## config.mk

```make
export PLATFORM = sky130hd
export DESIGN_NAME = led_matrix_row_scan_driver
export DESIGN_NICKNAME = d
export VERILOG_FILES = /design/src/design/lmrs_pkg.sv /design/src/design/led_matrix_row_scan_driver.sv /design/src/design/lmrs_frame_store.sv /design/src/design/lmrs_scan_ctrl.sv
export SDC_FILE = /design/constraint.sdc
export NUM_CORES = 2
export LEC_CHECK = 0
export ABC_AREA = 1
export BUFFER_PORTS_ARGS = -buffer_cell sky130_fd_sc_hd__buf_2
export CAP_MARGIN = 0
export CORE_ASPECT_RATIO = 0.7
export CORE_MARGIN = 2
export CORE_UTILIZATION = 60
export DETAILED_ROUTE_END_ITERATION = 8
export GPL_ROUTABILITY_DRIVEN = 0
export GPL_TIMING_DRIVEN = 1
export PLACE_DENSITY = 0.74
export SYNTH_ARGS = -nofsm -noshare
export SYNTH_HDL_FRONTEND = slang
export SYNTH_HIERARCHICAL = 1
export SYNTH_SLANG_ARGS = --single-unit
```

## constraint.sdc

```tcl
create_clock -name clk_i -period 4.3 [get_ports clk_i]
set_clock_uncertainty 0.15 [all_clocks]
set_input_delay 0.645 -clock clk_i [delete_from_list [all_inputs] [get_ports clk_i]]
set_output_delay 0.645 -clock clk_i [all_outputs]
set_load 0.03 [all_outputs]
```

## src/design/lmrs_pkg.sv

```systemverilog
// ----------------------------------------------------------------------------
// LED matrix row scan driver package
// Shared constants, scan phase encoding and panel pin layout.
// ----------------------------------------------------------------------------
package lmrs_pkg;

  localparam int unsigned ROWS          = 16;
  localparam int unsigned BYTES_PER_ROW = 10;
  localparam int unsigned WAIT_W        = 16;
  localparam int unsigned BIT_W         = 3;

  localparam logic [WAIT_W-1:0] ROW_HOLD_RESET    = 16'd4000;
  localparam logic [WAIT_W-1:0] FRAME_BLANK_RESET = 16'd1300;

  // register index, taken from paddr[2]
  localparam logic REG_ROW_HOLD    = 1'b0;
  localparam logic REG_FRAME_BLANK = 1'b1;

  typedef enum logic {
    CMD_WRITE = 1'b0,
    CMD_TICK  = 1'b1
  } cmd_e;

  typedef enum logic [2:0] {
    PH_SHIFT_LOW,
    PH_SHIFT_HIGH,
    PH_HOLD,
    PH_LATCH_HIGH,
    PH_LATCH_LOW,
    PH_ENABLE,
    PH_FRAME_BLANK
  } phase_e;

  typedef struct packed {
    logic       enable_n;
    logic       latch_line;
    logic       shift_clock;
    logic       color_line;
    logic [3:0] row_address;
  } pins_t;

  localparam pins_t PINS_RESET = '{enable_n: 1'b1, latch_line: 1'b0, shift_clock: 1'b0,
                                   color_line: 1'b0, row_address: 4'd0};

endpackage

```

## src/design/led_matrix_row_scan_driver.sv

```systemverilog
// ----------------------------------------------------------------------------
// LED matrix row scan driver
// Takes one request per clock unless the result port stalls. An accepted
// request is registered, then its pin snapshot goes to the result register,
// with full throughput under back-to-back traffic. The rate is set by the
// single pass from the request register through the scan counters and pin
// logic to the result register; the frame store read for the next scan
// position is issued ahead from the updated counters, with writes forwarded.
// The frame store reads as zero after reset through per-entry valid bits, so
// there is no clearing pass. Writes outside the panel are dropped.
// ----------------------------------------------------------------------------
module led_matrix_row_scan_driver #(
  parameter int unsigned Rows        = lmrs_pkg::ROWS,
  parameter int unsigned BytesPerRow = lmrs_pkg::BYTES_PER_ROW
) (
  input  logic        clk_i,
  input  logic        rst_ni,
  input  logic        s_axis_tvalid,
  output logic        s_axis_tready,
  input  logic [15:0] s_axis_tdata,   // buf_row[3:0], buf_column[7:4], pixel_byte[15:8]
  input  logic        s_axis_tuser,   // command[0]
  output logic        m_axis_tvalid,
  input  logic        m_axis_tready,
  output logic [7:0]  m_axis_tdata,   // row_address[3:0], color_line[4], shift_clock[5],
                                      // latch_line[6], enable_n[7]
  input  logic        psel,
  input  logic        penable,
  input  logic        pwrite,
  input  logic [2:0]  paddr,
  input  logic [31:0] pwdata,
  output logic [31:0] prdata,
  output logic        pready
);
  import lmrs_pkg::*;

  localparam int unsigned RowW = $clog2(Rows);
  localparam int unsigned ColW = (BytesPerRow > 1) ? $clog2(BytesPerRow) : 1;

  logic              in_valid_q;
  cmd_e              cmd_q;
  logic [3:0]        buf_row_q;
  logic [3:0]        buf_col_q;
  logic [7:0]        pixel_q;
  logic              out_valid_q;
  logic              fire;
  logic              tick;
  logic              wr_en;
  logic [WAIT_W-1:0] row_hold_q;
  logic [WAIT_W-1:0] frame_blank_q;
  logic              cfg_wr;
  logic [RowW-1:0]   rd_row;
  logic [ColW-1:0]   rd_col;
  logic [7:0]        rd_byte;
  pins_t             pins;

  assign fire          = in_valid_q && (!out_valid_q || m_axis_tready);
  assign s_axis_tready = !in_valid_q || fire;
  assign tick          = fire && (cmd_q == CMD_TICK);
  assign wr_en         = fire && (cmd_q == CMD_WRITE);

  always_ff @(posedge clk_i or negedge rst_ni) begin
    if (!rst_ni) begin
      in_valid_q  <= 1'b0;
      out_valid_q <= 1'b0;
    end else begin
      if (s_axis_tready) begin
        in_valid_q <= s_axis_tvalid;
      end
      if (fire) begin
        out_valid_q <= 1'b1;
      end else if (m_axis_tready) begin
        out_valid_q <= 1'b0;
      end
    end
  end

  always_ff @(posedge clk_i) begin
    if (s_axis_tready && s_axis_tvalid) begin
      cmd_q     <= cmd_e'(s_axis_tuser);
      buf_row_q <= s_axis_tdata[3:0];
      buf_col_q <= s_axis_tdata[7:4];
      pixel_q   <= s_axis_tdata[15:8];
    end
  end

  assign pready = 1'b1;
  assign cfg_wr = psel && penable && pwrite && pready;

  always_ff @(posedge clk_i or negedge rst_ni) begin
    if (!rst_ni) begin
      row_hold_q    <= ROW_HOLD_RESET;
      frame_blank_q <= FRAME_BLANK_RESET;
    end else if (cfg_wr) begin
      unique case (paddr[2])
        REG_ROW_HOLD:    row_hold_q    <= pwdata[WAIT_W-1:0];
        REG_FRAME_BLANK: frame_blank_q <= pwdata[WAIT_W-1:0];
        default:         row_hold_q    <= row_hold_q;
      endcase
    end
  end

  always_comb begin
    unique case (paddr[2])
      REG_ROW_HOLD:    prdata = 32'(row_hold_q);
      REG_FRAME_BLANK: prdata = 32'(frame_blank_q);
      default:         prdata = '0;
    endcase
  end

  lmrs_frame_store #(
    .Rows        (Rows),
    .BytesPerRow (BytesPerRow),
    .RowW        (RowW),
    .ColW        (ColW)
  ) u_store (
    .clk_i     (clk_i),
    .rst_ni    (rst_ni),
    .wr_en_i   (wr_en),
    .wr_row_i  (buf_row_q),
    .wr_col_i  (buf_col_q),
    .wr_data_i (pixel_q),
    .rd_row_i  (rd_row),
    .rd_col_i  (rd_col),
    .rd_byte_o (rd_byte)
  );

  lmrs_scan_ctrl #(
    .Rows        (Rows),
    .BytesPerRow (BytesPerRow),
    .RowW        (RowW),
    .ColW        (ColW)
  ) u_scan (
    .clk_i         (clk_i),
    .rst_ni        (rst_ni),
    .tick_i        (tick),
    .byte_i        (rd_byte),
    .row_hold_i    (row_hold_q),
    .frame_blank_i (frame_blank_q),
    .pins_o        (pins),
    .rd_row_o      (rd_row),
    .rd_col_o      (rd_col)
  );

  assign m_axis_tvalid = out_valid_q;
  assign m_axis_tdata  = pins;

`ifndef SYNTHESIS
  a_latch_blanked: assert property (@(posedge clk_i) disable iff (!rst_ni)
    pins.latch_line |-> pins.enable_n)
    else $error("latch raised while display enabled");

  a_result_follows: assert property (@(posedge clk_i) disable iff (!rst_ni)
    fire |=> m_axis_tvalid)
    else $error("accepted request produced no result");

  a_pins_hold: assert property (@(posedge clk_i) disable iff (!rst_ni)
    !tick |=> $stable(pins))
    else $error("pins changed without a tick request");
`endif

endmodule

```

## src/design/lmrs_frame_store.sv

```systemverilog
// ----------------------------------------------------------------------------
// LED matrix frame store
// Byte buffer with one write and one registered read port. Per-entry valid
// bits make unwritten bytes read as zero; a write to the read address is
// forwarded.
// ----------------------------------------------------------------------------
module lmrs_frame_store #(
  parameter int unsigned Rows        = lmrs_pkg::ROWS,
  parameter int unsigned BytesPerRow = lmrs_pkg::BYTES_PER_ROW,
  parameter int unsigned RowW        = $clog2(Rows),
  parameter int unsigned ColW        = (BytesPerRow > 1) ? $clog2(BytesPerRow) : 1
) (
  input  logic            clk_i,
  input  logic            rst_ni,
  input  logic            wr_en_i,
  input  logic [3:0]      wr_row_i,
  input  logic [3:0]      wr_col_i,
  input  logic [7:0]      wr_data_i,
  input  logic [RowW-1:0] rd_row_i,
  input  logic [ColW-1:0] rd_col_i,
  output logic [7:0]      rd_byte_o
);
  import lmrs_pkg::*;

  localparam int unsigned Depth = Rows * BytesPerRow;
  localparam int unsigned AddrW = (Depth > 1) ? $clog2(Depth) : 1;

  logic [7:0]       mem [Depth];
  logic [Depth-1:0] valid_q;
  logic [7:0]       rd_data_q;
  logic             rd_valid_q;
  logic             wr_ok;
  logic             hit;
  logic [AddrW-1:0] waddr;
  logic [AddrW-1:0] raddr;

  assign wr_ok = wr_en_i && (int'(wr_row_i) < Rows) && (int'(wr_col_i) < BytesPerRow);
  assign waddr = AddrW'(int'(wr_row_i) * BytesPerRow + int'(wr_col_i));
  assign raddr = AddrW'(int'(rd_row_i) * BytesPerRow + int'(rd_col_i));
  assign hit   = wr_ok && (waddr == raddr);

  always_ff @(posedge clk_i) begin
    if (wr_ok) begin
      mem[waddr] <= wr_data_i;
    end
    if (hit) begin
      rd_data_q <= wr_data_i;
    end else begin
      rd_data_q <= mem[raddr];
    end
  end

  always_ff @(posedge clk_i or negedge rst_ni) begin
    if (!rst_ni) begin
      valid_q    <= '0;
      rd_valid_q <= 1'b0;
    end else begin
      if (wr_ok) begin
        valid_q[waddr] <= 1'b1;
      end
      rd_valid_q <= hit || valid_q[raddr];
    end
  end

  assign rd_byte_o = rd_valid_q ? rd_data_q : 8'd0;

endmodule

```

## src/design/lmrs_scan_ctrl.sv

```systemverilog
// ----------------------------------------------------------------------------
// LED matrix scan controller
// Row, column and bit counters, a shared timer for row hold and frame blank,
// and the panel pin register. Steps once per tick request.
// ----------------------------------------------------------------------------
module lmrs_scan_ctrl #(
  parameter int unsigned Rows        = lmrs_pkg::ROWS,
  parameter int unsigned BytesPerRow = lmrs_pkg::BYTES_PER_ROW,
  parameter int unsigned RowW        = $clog2(Rows),
  parameter int unsigned ColW        = (BytesPerRow > 1) ? $clog2(BytesPerRow) : 1
) (
  input  logic                        clk_i,
  input  logic                        rst_ni,
  input  logic                        tick_i,
  input  logic [7:0]                  byte_i,
  input  logic [lmrs_pkg::WAIT_W-1:0] row_hold_i,
  input  logic [lmrs_pkg::WAIT_W-1:0] frame_blank_i,
  output lmrs_pkg::pins_t             pins_o,
  output logic [RowW-1:0]             rd_row_o,
  output logic [ColW-1:0]             rd_col_o
);
  import lmrs_pkg::*;

  phase_e            phase_q, phase_d;
  logic [RowW-1:0]   row_q, row_d;
  logic [ColW-1:0]   col_q, col_d;
  logic [BIT_W-1:0]  bit_q, bit_d;
  logic [WAIT_W-1:0] wait_q, wait_d;
  pins_t             pin_q, pin_d;
  logic              wait_zero;
  logic              row_last;
  logic              col_last;
  logic              shift_bit;

  assign wait_zero = (wait_q == '0);
  assign row_last  = (row_q == RowW'(Rows - 1));
  assign col_last  = (col_q == ColW'(BytesPerRow - 1));
  assign shift_bit = byte_i[~bit_q];

  always_comb begin
    phase_d = phase_q;
    row_d   = row_q;
    col_d   = col_q;
    bit_d   = bit_q;
    wait_d  = wait_q;
    if (tick_i) begin
      unique case (phase_q)
        PH_SHIFT_LOW: begin
          phase_d = PH_SHIFT_HIGH;
        end
        PH_SHIFT_HIGH: begin
          phase_d = PH_SHIFT_LOW;
          if (bit_q == BIT_W'(7)) begin
            bit_d = '0;
            if (col_last) begin
              col_d   = '0;
              wait_d  = row_hold_i;
              phase_d = PH_HOLD;
            end else begin
              col_d = col_q + ColW'(1);
            end
          end else begin
            bit_d = bit_q + BIT_W'(1);
          end
        end
        PH_HOLD: begin
          if (wait_zero) begin
            phase_d = PH_LATCH_HIGH;
          end else begin
            wait_d = wait_q - WAIT_W'(1);
          end
        end
        PH_LATCH_HIGH: begin
          phase_d = PH_LATCH_LOW;
        end
        PH_LATCH_LOW: begin
          phase_d = PH_ENABLE;
        end
        PH_ENABLE: begin
          if (row_last) begin
            row_d   = '0;
            wait_d  = frame_blank_i;
            phase_d = PH_FRAME_BLANK;
          end else begin
            row_d   = row_q + RowW'(1);
            phase_d = PH_SHIFT_LOW;
          end
        end
        PH_FRAME_BLANK: begin
          if (wait_zero) begin
            row_d   = '0;
            col_d   = '0;
            bit_d   = '0;
            phase_d = PH_SHIFT_HIGH;
          end else begin
            wait_d = wait_q - WAIT_W'(1);
          end
        end
        default: begin
          phase_d = PH_SHIFT_LOW;
        end
      endcase
    end
  end

  always_comb begin
    pin_d = pin_q;
    if (tick_i) begin
      unique case (phase_q)
        PH_SHIFT_LOW: begin
          pin_d.row_address = 4'(row_q);
          pin_d.color_line  = ~shift_bit;
          pin_d.shift_clock = 1'b0;
        end
        PH_SHIFT_HIGH: begin
          pin_d.shift_clock = 1'b1;
        end
        PH_HOLD: begin
          pin_d.shift_clock = 1'b0;
          if (wait_zero) begin
            pin_d.enable_n = 1'b1;
          end
        end
        PH_LATCH_HIGH: begin
          pin_d.latch_line = 1'b1;
        end
        PH_LATCH_LOW: begin
          pin_d.latch_line = 1'b0;
        end
        PH_ENABLE: begin
          pin_d.enable_n = 1'b0;
        end
        PH_FRAME_BLANK: begin
          if (wait_zero) begin
            pin_d.enable_n    = 1'b1;
            pin_d.row_address = 4'd0;
            pin_d.color_line  = ~shift_bit;
            pin_d.shift_clock = 1'b0;
          end
        end
        default: begin
          pin_d = pin_q;
        end
      endcase
    end
  end

  always_ff @(posedge clk_i or negedge rst_ni) begin
    if (!rst_ni) begin
      phase_q <= PH_SHIFT_LOW;
      row_q   <= '0;
      col_q   <= '0;
      bit_q   <= '0;
      wait_q  <= '0;
      pin_q   <= PINS_RESET;
    end else begin
      phase_q <= phase_d;
      row_q   <= row_d;
      col_q   <= col_d;
      bit_q   <= bit_d;
      wait_q  <= wait_d;
      pin_q   <= pin_d;
    end
  end

  assign pins_o   = pin_q;
  assign rd_row_o = row_d;
  assign rd_col_o = col_d;

endmodule

```

; Yosys cells after proc, flatten, opt, wreduce, memory -nomap -nowiden
; Memory sizes are Yosys's and may differ from the RTL's. A register that Yosys moved wholly into a read port is not among the register bits.
; Index checks and enable logic that the tools add are counted.
[totals]
regBits = 250
ram_bits = 1280
inputBits = 59
memories = 1
[mem_list]
columns = memory, words, word_bits, rd, rd_ports_with_merged_regs, wr, line_no
row1 = u_store.mem, 160, 8, 1, 1, 1, lmrs_frame_store.sv:28  ; logic [7:0] mem [Depth];
[classes]
addsub = 6
mul = 2
n_lt_le_gt_ge = 5
n_eq_ne = 17
mux = 41
bitwise = 5
n_reduce_logical = 34
[ops]
columns = op, n
row1 = 160-bit bitwise OR, 1
row2 = 16-bit two-way mux, 4
row3 = 32-bit one-hot mux with 2 select lines, 1
row4 = 16-bit one-hot mux with 3 select lines, 1
row5 = 4-bit two-way mux, 7
row6 = 3-bit one-hot mux with 7 select lines, 1
row7 = "8-bit by 9-bit < comparator with 1-bit output, second input constant", 2
row8 = 3-bit two-way mux, 6
row9 = 8-bit by 4-bit adder with 8-bit output, 2
row10 = 16-bit zero test, 1
row11 = 4-bit one-hot mux with 2 select lines, 2
row12 = "16-bit by 1-bit subtractor with 16-bit output, second input constant", 1
row13 = 3-bit AND reduction, 5
row14 = "4-bit by 3-bit multiplier with 7-bit output, second input constant", 2
row15 = "3-bit equality test, second input constant", 4
row16 = "2-bit by 1-bit != test with 1-bit output, second input constant", 6
row17 = 5-bit one-hot mux with 2 select lines, 1
row18 = 2-bit nonzero test, 5
row19 = 1-bit logical AND, 9
row20 = "4-bit by 1-bit adder with 4-bit output, second input constant", 2
row21 = 1-bit binary-select mux with 8-bit select, 1
row22 = 1-bit demux with 8-bit select, 1
row23 = "4-bit equality test, second input constant", 2
row24 = 8-bit equality test, 1
row25 = 24 further kinds, 42

; Longest topological paths before layout
[depth]
ltp_word = 10
ltp_mapped = 24
depth_no_buf = 22

; Cells and area by module
; The synthesis kept the hierarchy.
[by_module_without_submodules]
columns = module, instances, cells_each, area_each_um2, seq_area_each_um2
row1 = lmrs_frame_store, 1, 5146, 59462.0, 42625.9
row2 = lmrs_scan_ctrl, 1, 412, 2656.3, 952.2
row3 = led_matrix_row_scan_driver, 1, 243, 2243.4, 1373.8

; Worst setup path before layout
; No wires, ideal clock.
[synth_path]
path_type = in2reg
start = in m_axis_tready
end = reg u_store.rd_valid_q
setup_ns = 0.065
arrival_ns = 3.535
required_ns = 4.085
slack_ns = 0.550
cell_stages = 19
cell_sequence = inv_1 nand2_1 nand2_1 nor2_1 clkbuf_1 clkbuf_1 nand3_1 nand2_1 ha_1 ha_1 inv_1 fa_1 xor2_1 inv_1 nand2_1 nand4_1 nor3_1 nand2_1 nand2_1
[synth_between]
elab_chain_cells = 9
elab_cells_between_ends = 14
classes_between = add/sub: 1 / mul: 1 / eq/ne: 1 / mux: 4 / reduce/logical: 7
[synth_lines]
columns = item, line_no
row1 = start: declaration, led_matrix_row_scan_driver.sv:23  ; input logic m_axis_tready,
row2 = 1-bit logical OR *, led_matrix_row_scan_driver.sv:56  ; assign fire = in_valid_q && (!out_valid_q || m_axis_tready);
row3 = 1-bit logical AND *, led_matrix_row_scan_driver.sv:56
row4 = 1-bit logical AND *, led_matrix_row_scan_driver.sv:58  ; assign tick = fire && (cmd_q == CMD_TICK);
row5 = named net tick, led_matrix_row_scan_driver.sv:46  ; logic tick;
row6 = 4-bit two-way mux *, lmrs_scan_ctrl.sv:46  ; if (tick_i) begin
row7 = named net rd_row[1], led_matrix_row_scan_driver.sv:51  ; logic [RowW-1:0] rd_row;
row8 = 4-bit by 3-bit multiplier with 7-bit output *, lmrs_frame_store.sv:39  ; assign raddr = AddrW'(int'(rd_row_i) * BytesPerRow + int'(rd_col_i));
row9 = 8-bit by 4-bit adder with 8-bit output *, lmrs_frame_store.sv:39
row10 = named net u_store.raddr[5], lmrs_frame_store.sv:35  ; logic [AddrW-1:0] raddr;
row11 = 1-bit binary-select mux with 8-bit select / 8-bit equality test (equally long branches), "lmrs_frame_store.sv:61, lmrs_frame_store.sv:40"
row12 = 1-bit two-way mux (implied by the code) / 1-bit logical AND (equally long branches), "lmrs_frame_store.sv:61, lmrs_frame_store.sv:40"
row13 = 1-bit logical OR *, lmrs_frame_store.sv:61  ; rd_valid_q <= hit || valid_q[raddr];
row14 = end signal: assignment, lmrs_frame_store.sv:61
row15 = end: declaration, lmrs_frame_store.sv:31  ; logic rd_valid_q;
; The timed path passes the listed nets; every way through them passes the cells marked *. The select of a mux whose other input is x is not followed.
; A chain may end at the register's enable or synchronous reset.

; Final worst setup path
[layout_path]
start = reg buf_row_q[1]
end = mem u_store.mem[16][7] (enable)
[layout_between]
elab_chain_cells = 2
[layout_lines]
columns = item, line_no
row1 = start: declaration, led_matrix_row_scan_driver.sv:41  ; logic [3:0] buf_row_q;
row2 = start signal: assignment, led_matrix_row_scan_driver.sv:80  ; buf_row_q <= s_axis_tdata[3:0];
row3 = 4-bit by 3-bit multiplier with 7-bit output, lmrs_frame_store.sv:38  ; assign waddr = AddrW'(int'(wr_row_i) * BytesPerRow + int'(wr_col_i));
row4 = 8-bit by 4-bit adder with 8-bit output, lmrs_frame_store.sv:38
row5 = end: declaration, lmrs_frame_store.sv:28
; No other way between the ends.

==> summary.txt <==
Placed design
  • I/O Buffers: 66
  • Number of instances in the placed design: about 7.2k
  • DP Area: 67,200 um2
  • Hpwl dp: between 90,000 and 100,000 um
  • Pre-CTS WS: approximately 0.12 ns

Setup path
  • Worst path max stage delay: about 0.48 ns
  • Critical path required time: about 4.6 ns
  • WP buf/inv: 1
  • WS Path Type: register to register
  • Cell Chain, Critical Path: ha_1, ha_1, fa_1, xor2_2, nand3_1, xnor2_2, and2_4, nand2_2, nor2_1, buf_4
  • CP most frequent cell: ha_1
  • Slowest stage cell on the critical path: nor2_1
  • Worst R2R Path Depth: 10
  • Reg2reg end: u_store/mem[16][7]
  • WP data arrival: around 4.4 ns
  • Flop-to-flop setup slack: roughly 0.27 ns
  • Reg2reg start: buf_row_q[1]
  • CP startpoint kind: register
  • Crit path max-delay family: simple AND/OR/NAND/NOR gates
  • Critical path endpoint category: register
  • CP Max Fanout: 12

Timing
  • RSZ-0062 raised after global routing: false
  • Hold Slack: between 0.06 and 0.07 ns
  • Fin. Hold Viols: 0
  • Crit path time final: roughly 4.0 ns
  • Slew HR: a little under a fifth
  • Final cycle utilization of the critical path: 93.7%
  • Max Slew Vio Count: 0
  • Worst Max-Slew Pin Slew: 1.22 ns
  • Worst setup margin: 0.271 ns
  • Setup TNS: 0 ns
  • Achievable clock frequency: approximately 250 MHz
  • Final setup fails: 0

Pwr
  • Comb pwr share: around 22%
  • Leak Pwr: about 28 nW
  • Sw frac: 31.8%
  • Power Internal: around 26 mW
  • Sequential Power Share: between 40% and 50%
  • Net Sw Power: 12.1 mW
  • VDD IR max: ~0.44 mV
  • Power Total: roughly 38 mW
  • Clock network power share: roughly a third
  • PD cells: 526 nW/um2

Floorplanning
  • Core Footprint: approximately 110,000 um2
  • Die Span X: between 300 and 400 um
  • Initial Util: between 60% and 70%
  • DIE HEIGHT: ~280 um
  • Die area: about 110,000 um2
  • I/O pins: 102
  • Cell Rows: 100

Finish
  • # nets final: ~6.0k
  • Share of cells above drive strength 1: 10.9%
  • Area growth, synth to finish: 12.1%
  • Post-layout util: around 68%
  • Final Cell Area: a little over 70,000 um2
  • Fin cells: between 7k and 8k

Yosys
  • Commonest cells post-synth: 1,622 x nand2_1, 1,297 x edfxtp_1, 1,257 x nand3_1
  • FF+latch count, synth: around 1.5k
  • Sequential share of the synthesized area: a little over two thirds
  • Synth Cell Area: 64,400 um2
  • Most used DFF post-synth: edfxtp_1
  • EDFF count, synth: roughly 1.3k
  • Synth Instances: 5,801
  • Synth area leaders: edfxtp_1 61%, nand3_1 9.8%, nand2_1 9.5%
  • Post-synth top area cell: edfxtp_1
  • Share of the synthesized area in the top cell type: about three fifths
  • Syn_area_per_cell: 11.1 um2
  • Distinct cell type count of the synthesized netlist: 48
  • Ys async rst share: 15.1%
  • Most frequent cell after synthesis: nand2_1
  • Ys Warns: 6

Global route
  • GRT met1 Usage: roughly half
  • GRT Util Overall: 31.0%
  • Global route total overflow: 0
  • Largest net degree at the start of global routing: around 170
  • Vias in the first global route: around 42k
  • Met2 GRT Util: 43.9%
  • First-pass GRT wire length: roughly 260,000 um
  • Met3 Usage GRT: under 10%
  • Initial antenna violation count: 4
  • Gr busiest metal: met1

Run status
  • Status: complete, no violations

Clocking
  • CTS tree: done
  • Htree depth: 4
  • CTS buffer count: approximately 140
  • CTS max path bufs: 3
  • Worst-path clk slew: around 0.06 ns
  • Clock root buffer: clkbuf_16
  • CTS sink count: 1,538
  • Clock insertion delay at the later pin of the skew report: around 0.8 ns
  • Post-CTS setup repair buffer count: 0

Hold path
  • Number of cells on the worst hold path: 4
  • Hold path endpoint: m_axis_tvalid
  • Hold crit path type: input port to register
  • Worst hold start: m_axis_tready

Detailed routing
  • Vias: 45.4k
  • Final WL: around 170,000 um
  • Vias/cell: 6.07
  • First DRT Iteration DRCs: roughly 7k
  • ANT nets after route: 0
  • # DRC: 0
  • Drt pass-1 iters: 7
  • Wire per inst: 22.8 um

Flow run
  • Max-cap violations: 0
power by group through the flow:
stage / Clock [mW] / Sequential, mW / Combinational, mW
3_5_place_dp: 0 / 17.3 / 8.12
4_1_cts: 12.6 / 17.0 / 8.19
6_report: 12.5 / 17.0 / 8.46
5_1_grt: 13.2 / 17.0 / 9.04
3_3_place_gp: 0 / 17.2 / 7.98
2_1_floorplan: 0 / 17.3 / 5.02
layer usage:
layer  vias up  routed length, um
li1      20400                  -
met1     21900              69300
met2      2812              73500
met3       326              23200
met4         4               4280
met5         -                 22
flip-flops by register name, summed over array words and instances, names as in the netlist, named ones only:
name / count
buf_col_q: 4
buf_row_q: 4
cmd_q: 1
frame_blank_q: 16
in_valid_q: 1
m_axis_tvalid: 1
pixel_q: 8
row_hold_q: 16
u_scan/bit_q: 3
u_scan/col_q: 4
u_scan/phase_q: 3
u_scan/pins_o: 8
u_scan/row_q: 4
u_scan/wait_q: 16
u_store/mem: 1280
u_store/rd_valid_q: 1
u_store/valid_q: 160
what timing repair did:
item	4_1_cts	5_1_grt
hold endpoints to repair	151	0
setup endpoints to repair	0	1
resized for setup	0	2
hold buffers	35	0
cell type report:
type | instances | area, um2
inverters | 164 | 633
multi-input cells | 3729 | 17100
diodes | 1 | 2.50
repair buffers | 364 | 3080
well taps | 1428 | 1790
clock inverters | 76 | 795
fillers | 7650 | 34200
flip-flops and latches | 1538 | 45000
clock buffers | 181 | 3780
worst max-delay path by stage:
stage                         end  depth (start not counted)             start
2_1_floorplan  u_store/rd_valid_q                         19     m_axis_tready
3_3_place_gp   u_store/rd_valid_q                         20     m_axis_tready
3_5_place_dp   u_store/rd_valid_q                         20     m_axis_tready
4_1_cts        u_store/rd_valid_q                         19  u_scan/wait_q[0]
5_1_grt        u_store/rd_valid_q                         20  u_scan/wait_q[0]
6_report       u_store/mem[16][7]                         10      buf_row_q[1]
cell families after synthesis:
kind of cell,synth area share (%)
DFF,69.8
buffers and inverters,3.71
AOI/OAI and AO/OA,3.20
and+or+nand+nor,22.4
other,0.0117
adders and majority gates,0.513
xor gates and xnor gates,0.346
tightest hold or removal path: stages:
cell	delay, ns
buf_2	0.11
inv_1	0.05
nand2_1	0.08
nand2_1	0.07
layout by cell type (no fill, tap or decap), types with 11 or more instances in the layout:
cell type and count:
inv_2 11, or2_1 38, nor2_1 279, xor2_1 11, o211ai_1 59, dfstp_2 11
ha_1 19, buf_4 230, dfrtp_1 222, clkbuf_16 142, dlygate4sd3_1 35, nand2_1 1621
buf_2 65, a21oi_1 76, edfxtp_1 1297, clkinv_2 24, o21ai_0 213, nand3_1 1257
clkinv_1 21, buf_12 33, conb_1 17, bufinv_16 12, nor2_4 11, clkbuf_1 31
or2_2 43, inv_1 148
Power figures use the tool's default switching activity.
